--- src/hdl/sdr_pkg.sv ---
`default_nettype none
package sdr_pkg;
  localparam int unsigned LOG2_BLOCK_BYTES = 9;
  localparam int unsigned POWER_UP_BYTES = 32;
  localparam int unsigned READY_BYTES = 10;

  typedef enum logic [2:0] {
    OP_BYTE  = 3'd0,
    OP_INIT  = 3'd1,
    OP_READ1 = 3'd2,
    OP_READN = 3'd3,
    OP_END   = 3'd4
  } op_e;

  typedef enum logic [1:0] {
    RC_OK       = 2'd0,
    RC_NOT_IDLE = 2'd1,
    RC_TIMEOUT  = 2'd2,
    RC_READ_ERR = 2'd3
  } rc_e;

  localparam logic [1:0] REG_FAST_CLOCK  = 2'd0;
  localparam logic [1:0] REG_POLL_LIMIT  = 2'd1;
  localparam logic [1:0] REG_RETRY_LIMIT = 2'd2;

  localparam logic [5:0] CMD_GO_IDLE  = 6'd0;
  localparam logic [5:0] CMD_OP_COND  = 6'd1;
  localparam logic [5:0] CMD_STOP     = 6'd12;
  localparam logic [5:0] CMD_READ1    = 6'd17;
  localparam logic [5:0] CMD_READN    = 6'd18;
  localparam logic [5:0] CMD_APP_OP   = 6'd41;
  localparam logic [5:0] CMD_APP      = 6'd55;

  localparam logic [7:0] BYTE_IDLE  = 8'hFF;
  localparam logic [7:0] BYTE_TOKEN = 8'hFE;
  localparam logic [7:0] BYTE_CRC   = 8'h95;
  localparam logic [7:0] BYTE_CMD   = 8'h40;
  localparam logic [7:0] R1_IDLE    = 8'h01;
  localparam logic [7:0] R1_READY   = 8'h00;
endpackage
`default_nettype wire

--- src/hdl/sd_spi_block_reader.sv ---
// Channel    Dir  Fields (lowest bit first)
// s_axis     in   tuser: op[2:0]; tdata: lba[22:0], card_byte[30:23]
// m_axis     out  tdata: send_valid, send_byte, card_select, spi_fast, data_valid,
//                 data_byte, done_res, result_code, busy_res; tlast: block_last
// cfg        in   0 fast_clock, 1 poll_limit, 2 retry_limit
// Each transfer is decided combinationally and its result sits in the output register.
// A new input transfer is taken every cycle while the output register is empty or drained.
// Reset returns the sequencer to idle with default limits.
`default_nettype none
module sd_spi_block_reader import sdr_pkg::*; (
  input  wire logic        clk_i,
  input  wire logic        rst_ni,
  input  wire logic        s_axis_tvalid,
  output logic             s_axis_tready,
  input  wire logic [31:0] s_axis_tdata,   // lba, card_byte
  input  wire logic [2:0]  s_axis_tuser,   // op
  output logic             m_axis_tvalid,
  input  wire logic        m_axis_tready,
  // send_valid, send_byte, card_select, spi_fast, data_valid, data_byte, done_res,
  // result_code, busy_res
  output logic [23:0]      m_axis_tdata,
  output logic             m_axis_tlast,
  input  wire logic        cfg_we_i,
  input  wire logic [1:0]  cfg_idx_i,
  input  wire logic [15:0] cfg_data_i
);
  typedef enum logic [3:0] {
    PH_IDLE, PH_ZERO, PH_READY, PH_FRAME, PH_POLL, PH_TAIL_OK, PH_TAIL_NOT_IDLE,
    PH_TAIL_TIMEOUT, PH_TAIL_READ_ERR, PH_TOKEN, PH_DATA, PH_CRC, PH_HOLD
  } phase_e;

  phase_e phase_q, ph;
  logic [5:0]  step_q, st;
  logic [LOG2_BLOCK_BYTES-1:0] off_q, off;
  logic [15:0] poll_q, pc, retry_q, rc;
  logic        multi_q, mb, end_q, en;
  logic [22:0] addr_q, ad;
  logic [5:0]  cmd_q, cm;
  logic        fast_q;
  logic [15:0] plim_q, rlim_q;
  logic        out_v_q;
  logic [23:0] out_q;
  logic        out_last_q;

  logic [2:0] op;
  logic [22:0] lba;
  logic [7:0] b;
  logic ev_done, ev_dv, ev_last;
  logic [1:0] ev_code;
  logic [7:0] ev_db;
  logic [15:0] plim, rlim;
  logic sv, sel, fast, busy;
  logic [7:0] sb;
  logic [31:0] p;
  logic take;

  assign op = s_axis_tuser;
  assign lba = s_axis_tdata[22:0];
  assign b = s_axis_tdata[30:23];
  assign plim = (plim_q == 16'd0) ? 16'd1 : plim_q;
  assign rlim = (rlim_q == 16'd0) ? 16'd1 : rlim_q;
  assign s_axis_tready = !out_v_q || m_axis_tready;
  assign take = s_axis_tvalid && s_axis_tready;

  always_comb begin
    logic reply;
    logic [7:0] r;
    logic spent;
    ph = phase_q; st = step_q; off = off_q; pc = poll_q; rc = retry_q;
    mb = multi_q; en = end_q; ad = addr_q; cm = cmd_q;
    ev_done = 1'b0; ev_code = RC_OK; ev_dv = 1'b0; ev_db = 8'd0; ev_last = 1'b0;
    reply = 1'b0; r = b;
    spent = (retry_q + 16'd1) >= rlim;
    if (op == OP_BYTE) begin
      unique case (phase_q)
        PH_ZERO: begin
          st = step_q + 6'd1;
          if (st >= 6'(POWER_UP_BYTES)) begin ph = PH_READY; st = '0; end
        end
        PH_READY: begin
          st = step_q + 6'd1;
          if (st >= 6'(READY_BYTES)) begin ph = PH_FRAME; st = '0; cm = CMD_GO_IDLE; end
        end
        PH_FRAME: begin
          st = step_q + 6'd1;
          if (st >= 6'd8) begin ph = PH_POLL; pc = '0; end
        end
        PH_POLL: begin
          if (b != BYTE_IDLE) reply = 1'b1;
          else begin
            pc = poll_q + 16'd1;
            if (pc >= plim) begin reply = 1'b1; r = BYTE_IDLE; end
          end
        end
        PH_TAIL_OK, PH_TAIL_NOT_IDLE, PH_TAIL_TIMEOUT, PH_TAIL_READ_ERR: begin
          st = step_q + 6'd1;
          if (st >= 6'd2) begin
            ev_done = 1'b1;
            ev_code = 2'(phase_q - PH_TAIL_OK);
            ph = PH_IDLE; st = '0; en = 1'b0; mb = 1'b0;
          end
        end
        PH_TOKEN: begin
          if (b == BYTE_TOKEN) begin ph = PH_DATA; off = '0; end
          else begin
            pc = poll_q + 16'd1;
            if (pc >= plim) begin ph = PH_DATA; off = '0; end
          end
        end
        PH_DATA: begin
          off = off_q + 1'b1;
          if (!end_q) begin ev_dv = 1'b1; ev_db = b; ev_last = (off == '0); end
          if (off == '0) begin ph = PH_CRC; st = '0; end
        end
        PH_CRC: begin
          st = step_q + 6'd1;
          if (st >= 6'd2) begin
            if (end_q) begin
              if (multi_q) begin
                rc = '0; en = 1'b0; cm = CMD_STOP; ph = PH_FRAME; st = '0;
              end else begin
                ph = PH_IDLE; st = '0; en = 1'b0; mb = 1'b0; ev_done = 1'b1;
              end
            end else if (multi_q) begin ph = PH_TOKEN; pc = '0; end
            else ph = PH_HOLD;
          end
        end
        default: ;
      endcase
      if (reply) begin
        unique case (cmd_q)
          CMD_GO_IDLE: begin
            if (r == R1_IDLE) begin cm = CMD_APP; ph = PH_FRAME; st = '0; end
            else begin ph = PH_TAIL_NOT_IDLE; st = '0; end
          end
          CMD_APP: begin cm = CMD_APP_OP; ph = PH_FRAME; st = '0; end
          CMD_READ1, CMD_READN: begin
            if (r == R1_READY) begin
              mb = (cmd_q == CMD_READN); ph = PH_TOKEN; pc = '0; off = '0;
              ev_done = 1'b1;
            end else begin
              rc = retry_q + 16'd1;
              if (spent) begin ph = PH_TAIL_READ_ERR; st = '0; end
              else begin ph = PH_FRAME; st = '0; end
            end
          end
          CMD_STOP: begin
            if (r != R1_READY) rc = retry_q + 16'd1;
            if (r == R1_READY || spent) begin
              ph = PH_IDLE; st = '0; en = 1'b0; mb = 1'b0; ev_done = 1'b1;
            end else begin ph = PH_FRAME; st = '0; end
          end
          default: begin
            if (r == R1_READY) begin ph = PH_TAIL_OK; st = '0; end
            else begin
              rc = retry_q + 16'd1;
              if (spent) begin ph = PH_TAIL_TIMEOUT; st = '0; end
              else begin cm = CMD_OP_COND; ph = PH_FRAME; st = '0; end
            end
          end
        endcase
      end
    end else if (op == OP_INIT || op == OP_READ1 || op == OP_READN) begin
      if (phase_q == PH_IDLE) begin
        rc = '0; en = 1'b0; mb = 1'b0; st = '0;
        if (op == OP_INIT) ph = PH_ZERO;
        else begin
          ad = lba; ph = PH_FRAME;
          cm = (op == OP_READ1) ? CMD_READ1 : CMD_READN;
        end
      end
    end else if (op == OP_END) begin
      if (phase_q == PH_IDLE) ev_done = 1'b1;
      else if (phase_q == PH_HOLD || phase_q == PH_TOKEN) begin
        if (multi_q) begin
          rc = '0; en = 1'b0; cm = CMD_STOP; ph = PH_FRAME; st = '0;
        end else begin
          ph = PH_IDLE; st = '0; en = 1'b0; mb = 1'b0; ev_done = 1'b1;
        end
      end else if ((phase_q == PH_DATA || phase_q == PH_CRC) && !end_q) en = 1'b1;
    end
  end

  always_comb begin
    p = '0;
    if (cm == CMD_READ1 || cm == CMD_READN) p = 32'({ad, {LOG2_BLOCK_BYTES{1'b0}}});
    sv = (ph != PH_IDLE) && (ph != PH_HOLD);
    sb = BYTE_IDLE;
    if (!sv) sb = 8'd0;
    else if (ph == PH_ZERO) sb = 8'd0;
    else if (ph == PH_FRAME) begin
      unique case (st)
        6'd0: sb = BYTE_IDLE;
        6'd1: sb = BYTE_CMD | {2'b00, cm};
        6'd2: sb = p[31:24];
        6'd3: sb = p[23:16];
        6'd4: sb = p[15:8];
        6'd5: sb = p[7:0];
        6'd6: sb = BYTE_CRC;
        default: sb = BYTE_IDLE;
      endcase
    end
    sel = (ph != PH_IDLE) && (ph != PH_ZERO) && (ph != PH_READY);
    fast = fast_q && !(ph == PH_ZERO || ph == PH_READY || ph == PH_TAIL_OK ||
      ph == PH_TAIL_NOT_IDLE || ph == PH_TAIL_TIMEOUT ||
      ((ph == PH_FRAME || ph == PH_POLL) && (cm == CMD_GO_IDLE || cm == CMD_APP ||
      cm == CMD_APP_OP || cm == CMD_OP_COND)));
    busy = (ph != PH_IDLE);
  end

  always_ff @(posedge clk_i or negedge rst_ni) begin
    if (!rst_ni) begin
      phase_q <= PH_IDLE; step_q <= '0; off_q <= '0; poll_q <= '0; retry_q <= '0;
      multi_q <= 1'b0; end_q <= 1'b0; addr_q <= '0; cmd_q <= '0;
      fast_q <= 1'b0; plim_q <= 16'hFFFF; rlim_q <= 16'hFFFF; out_v_q <= 1'b0;
    end else begin
      if (cfg_we_i) begin
        unique case (cfg_idx_i)
          REG_FAST_CLOCK:  fast_q <= cfg_data_i[0];
          REG_POLL_LIMIT:  plim_q <= cfg_data_i;
          REG_RETRY_LIMIT: rlim_q <= cfg_data_i;
          default: ;
        endcase
      end
      if (take) begin
        phase_q <= ph; step_q <= st; off_q <= off; poll_q <= pc; retry_q <= rc;
        multi_q <= mb; end_q <= en; addr_q <= ad; cmd_q <= cm;
        out_v_q <= 1'b1;
      end else if (m_axis_tready) out_v_q <= 1'b0;
    end
  end

  always_ff @(posedge clk_i) begin
    if (take) begin
      out_q <= {busy, ev_code, ev_done, ev_db, ev_dv, fast, sel, sb, sv};
      out_last_q <= ev_last;
    end
  end

  assign m_axis_tvalid = out_v_q;
  assign m_axis_tdata = out_q;
  assign m_axis_tlast = out_last_q;

  a_stall_hold: assert property (@(posedge clk_i) disable iff (!rst_ni)
    m_axis_tvalid && !m_axis_tready |=> m_axis_tvalid && $stable(m_axis_tdata) &&
    $stable(m_axis_tlast))
    else $error("result lost under stall");
  a_ready: assert property (@(posedge clk_i) disable iff (!rst_ni)
    !m_axis_tvalid |-> s_axis_tready) else $error("input blocked while output empty");
  a_idle_sel: assert property (@(posedge clk_i) disable iff (!rst_ni)
    phase_q == PH_IDLE |-> end_q == 1'b0) else $error("end flag left set in idle");
endmodule
`default_nettype wire

--- config.mk ---
export PLATFORM = sky130hd
export DESIGN_NAME = sd_spi_block_reader
export DESIGN_NICKNAME = d
export VERILOG_FILES = /design/src/hdl/sdr_pkg.sv /design/src/hdl/sd_spi_block_reader.sv
export SDC_FILE = /design/constraint.sdc
export NUM_CORES = 1
export LEC_CHECK = 0
export BUFFER_PORTS_ARGS = -buffer_cell sky130_fd_sc_hd__clkbuf_2
export CORE_MARGIN = 4
export CORE_UTILIZATION = 50
export CTS_CLUSTER_DIAMETER = 200
export DETAILED_ROUTE_END_ITERATION = 7
export GPL_ROUTABILITY_DRIVEN = 0
export PLACE_DENSITY = 0.79
export SLEW_MARGIN = 20
export SYNTH_ARGS = -nofsm -noshare
export SYNTH_HDL_FRONTEND = slang
export SYNTH_SLANG_ARGS = --single-unit
--- constraint.sdc ---
create_clock -name clk_i -period 4.4 [get_ports clk_i]
set_clock_uncertainty 0.2 [all_clocks]
set_input_delay 1.32 -clock clk_i [delete_from_list [all_inputs] [get_ports clk_i]]
set_output_delay 1.32 -clock clk_i [all_outputs]
set_load 0.03 [all_outputs]
==> out/qor.txt <==
number of buffers added by the clock tree synthesis step: 17
number of I/O port buffers: 83
cell with the most instances on the worst path: and3_4
cell taking the most area after synthesis: dfrtp_1
DRC viols: 0
aggregate global routing overflow: 0
TritonCTS clock tree: done
clock latency reported for the late side of the worst-skew pair: 0.44 ns
leakage power of the design: 0.00558 uW
cell family with most CP delay: simple AND/OR/NAND/NOR gates
instance count after placement with tap cells included: 1490
WP depth: 22
Non-Filler Instances: 1552
commonest non-fill, non-tap cell in the layout: buf_4
Worst EP arrival: 4.70 ns
cell type of the slowest stage on the worst timing path: dfrtp_1
most frequent cells in the layout: buf_4, nand2_1, dfrtp_1, o21ai_0, clkbuf_2
die height: 149 um
delay of the slowest cell on the worst path: 0.37 ns
Pwr Density: 438 nW/um^2
EDFF count, synth: 25
hold buffer count at CTS: 0
number of cells on the worst reg-to-reg path: 22
standard-cell rows: 51
HPWL after detailed placement: 19600 um
mapped cell area: 9930 sq um
via count of the first global-routing pass: 9064
global-route usage over all layers: 25.4%
largest fanout on the critical path: 5
worst slew margin relative to its limit: 45.9%
register area: 3690 sq um
maximum clock rate: 212 MHz
chip width: 149 um
detailed-route vias per instance: 6.07
Slew Viols, Final: 0
setup violators final: 15
level count of the clock H-tree: 4
share of flip-flops with an asynchronous set or reset: 82.3%
synthesis-to-finish area growth: 25.4%
top area cells in the synthesized netlist: dfrtp_1, dfstp_2, edfxtp_1
Clk Tree Root Cell: clkbuf_16
number of antenna-violating nets in the routed design: 0
critical path required time: 4.38 ns
Max Cap Viol: 0
Min-Delay Path Depth: 1
final wirelength: 28500 um
full die area: 22200 sq um
worst voltage drop across the vdd grid: 304 uV
via count: 9425
kind of launch point of the worst setup path: flip-flop
starting density of the core: 50.8%
register clock-pin slew on the reported worst setup and hold paths: 0.07 ns
Critical path origin: poll_q[0]
fraction of layout instances using a drive strength above 1: 35.0%
total power consumption of the routed design: 5450 uW
number of warning messages in the yosys log: 0
flop and latch count out of synthesis: 141
nets@finish: 1373
floorplan core area: 19500 sq um
average instance area after synthesis: 9.17 sq um
hold_sp: addr_q[1]
status: complete, but fails checks
Buf+Inv Stages, Crit Path: 3
Initial DRC Count: 1237
Worst Hold Class: flip-flop to flip-flop
Post-Syn Nets: 1182
class of the most critical setup path: flip-flop to flip-flop
post-route fraction of the period consumed by the critical path: 107%
first-pass GRT wire length: 45700 um
actual slew at the worst max-slew pin: 0.809 ns
synth unique cells: 98
sequential-to-total area share from yosys stat: 37.2%
post-route setup slack: -0.322 ns
post-synth top area share: 21.2%
start of the worst register-to-register path: poll_q[0]
Multi-input gate area: 6170 sq um
number of top-level design ports: 85
initial antenna violation count: 0
average wire per standard cell: 18.4 um
violated checks: setup timing
count of filler cells inserted in the layout: 1524
number of optimization iterations in the first detailed-route pass: 6
number of sinks on the clock net: 141
top flip-flop cell by instance count after synthesis: dfrtp_1
cell count after synthesis: 1083
Inserted Diodes: 0
setup repair after global routing missed its margin: true
crit path cell chain: and3_4 -> and3_4 -> and3_4 -> and3_4 -> and3_4 -> nand3_4 -> nor2_4 -> nand2_2 -> xnor2_2 -> ha_1 -> nand4_1 -> nor2_4 -> nand4_1 -> buf_4 -> a41oi_4 -> a21boi_4 -> buf_12 -> buf_6 -> mux2i_2 -> o32ai_2 -> nand4_1 -> a31oi_1
endpoint type of the worst setup path: flip-flop
Min Clock Period, post-route: 4.72 ns
Longest Clk Path Bufs: 2
number of endpoints with negative hold slack in the final report: 0
pin count of the biggest net entering global routing: 57
## kinds of logic (layout without fill, tap and decap cells)
kind of cell             count (synthesis)  in the layout  synth area share, %
buffers and inverters                   98            301                 5.18
AND/OR/NAND/NOR                        395            395                 20.4
XOR/XNOR                                36             36                 3.25
adder cells (fa/ha/maj)                 41             41                 5.17
multiplexers                            68             68                 7.57
flip-flops                             141            141                 37.2
AO/OA/AOI/OAI                          304            305                 21.2
## through the flow
step	TNS [ns]	instance area [sq um]	setup WS (ns)	hold WS (ns)	utilization [%]
final	-3.03	12400	-0.322	0.309	63.7
after global routing	-8.24	12400	-0.467	0.329	63.7
after CTS	-0.894	12200	-0.111	0.310	62.6
after floorplan	-0.0225	10100	-0.0106	0.279	-
after detailed placement	-2.58	11300	-0.325	0.293	57.8
after global placement	-1.84	11300	-0.224	0.287	57.8
## worst reg2reg max path, delay by kind of cell, from the launching register on
family / cells / cell delay [ns]
buffers and inverters: 3 / 0.51
AND/OR/NAND/NOR: 12 / 2.04
adder cells (fa/ha/maj): 1 / 0.33
multiplexers: 1 / 0.21
AO/OA/AOI/OAI: 4 / 0.66
flip-flops: 1 / 0.37
XOR/XNOR: 1 / 0.17
## area by class of cell
type	instances	area share [%]
Clock buffer	19	3.65
Multi-Input combinational cell	845	49.6
Clock inverter	13	0.945
Timing Repair Buffer	217	11.9
Inverter	52	1.57
Tap cell	265	2.66
Sequential cell	141	29.7
## registers in the layout, indices dropped and copies added (netlist names)
register / flops
addr_q: 23
cmd_q: 6
end_q: 1
fast_q: 1
m_axis_tdata: 24
m_axis_tlast: 1
m_axis_tvalid: 1
multi_q: 1
off_q: 9
phase_q: 4
plim_q: 16
poll_q: 16
retry_q: 16
rlim_q: 16
step_q: 6
## cell usage after synthesis, types with 9 or more instances
cell type	n
nand2_1	113
o21ai_0	89
dfrtp_1	84
nor2_1	78
mux2_2	57
inv_1	51
a21oi_1	46
ha_1	41
nand3_1	34
dfstp_2	32
and3_1	30
clkbuf_1	28
nor3_1	27
edfxtp_1	25
a31oi_1	23
xor2_1	23
a22o_1	21
and2_1	20
nand4_1	17
nand2b_1	14
xnor2_1	12
mux2i_1	11
a211oi_1	10
nor4_1	10
o211ai_1	10
o31ai_1	9
o41ai_1	9
## power by group
group	switching (uW)	leakage, uW	total [uW]	internal (uW)
logic	1200	0.00361	2140	937
clock network	656	0.000279	1430	777
registers	233	0.00169	1880	1650
total	2090	0.00558	5450	3360
## what timing repair did
action                                  CTS  global route
pin swaps                                39            18
endpoints found under the setup margin   15            51
cloned                                    1             0
buffers inserted                         17            12
resized for setup                        42            32
## worst paths after layout
path                              endpoint  slack (ns)
min in group asynchronous       retry_q[1]        0.76
max                        m_axis_tdata[6]       -0.32
max reg2reg                m_axis_tdata[6]       -0.32
max in group asynchronous         cmd_q[1]        2.43
min reg2reg                      addr_q[1]        0.31
min                              addr_q[1]        0.31
## metal layers
metal	vias up	part of all wire (%)	routed length, um	GRT usage (%)
met1	4426	41	11700	33.7
met4	0	4.0	1140	10.3
met2	471	47	13500	40.8
met5	-	0	0	0
met3	125	7.9	2240	5.14
li1	4403	-	-	-
Note: power is estimated with default switching activity, not from simulation.
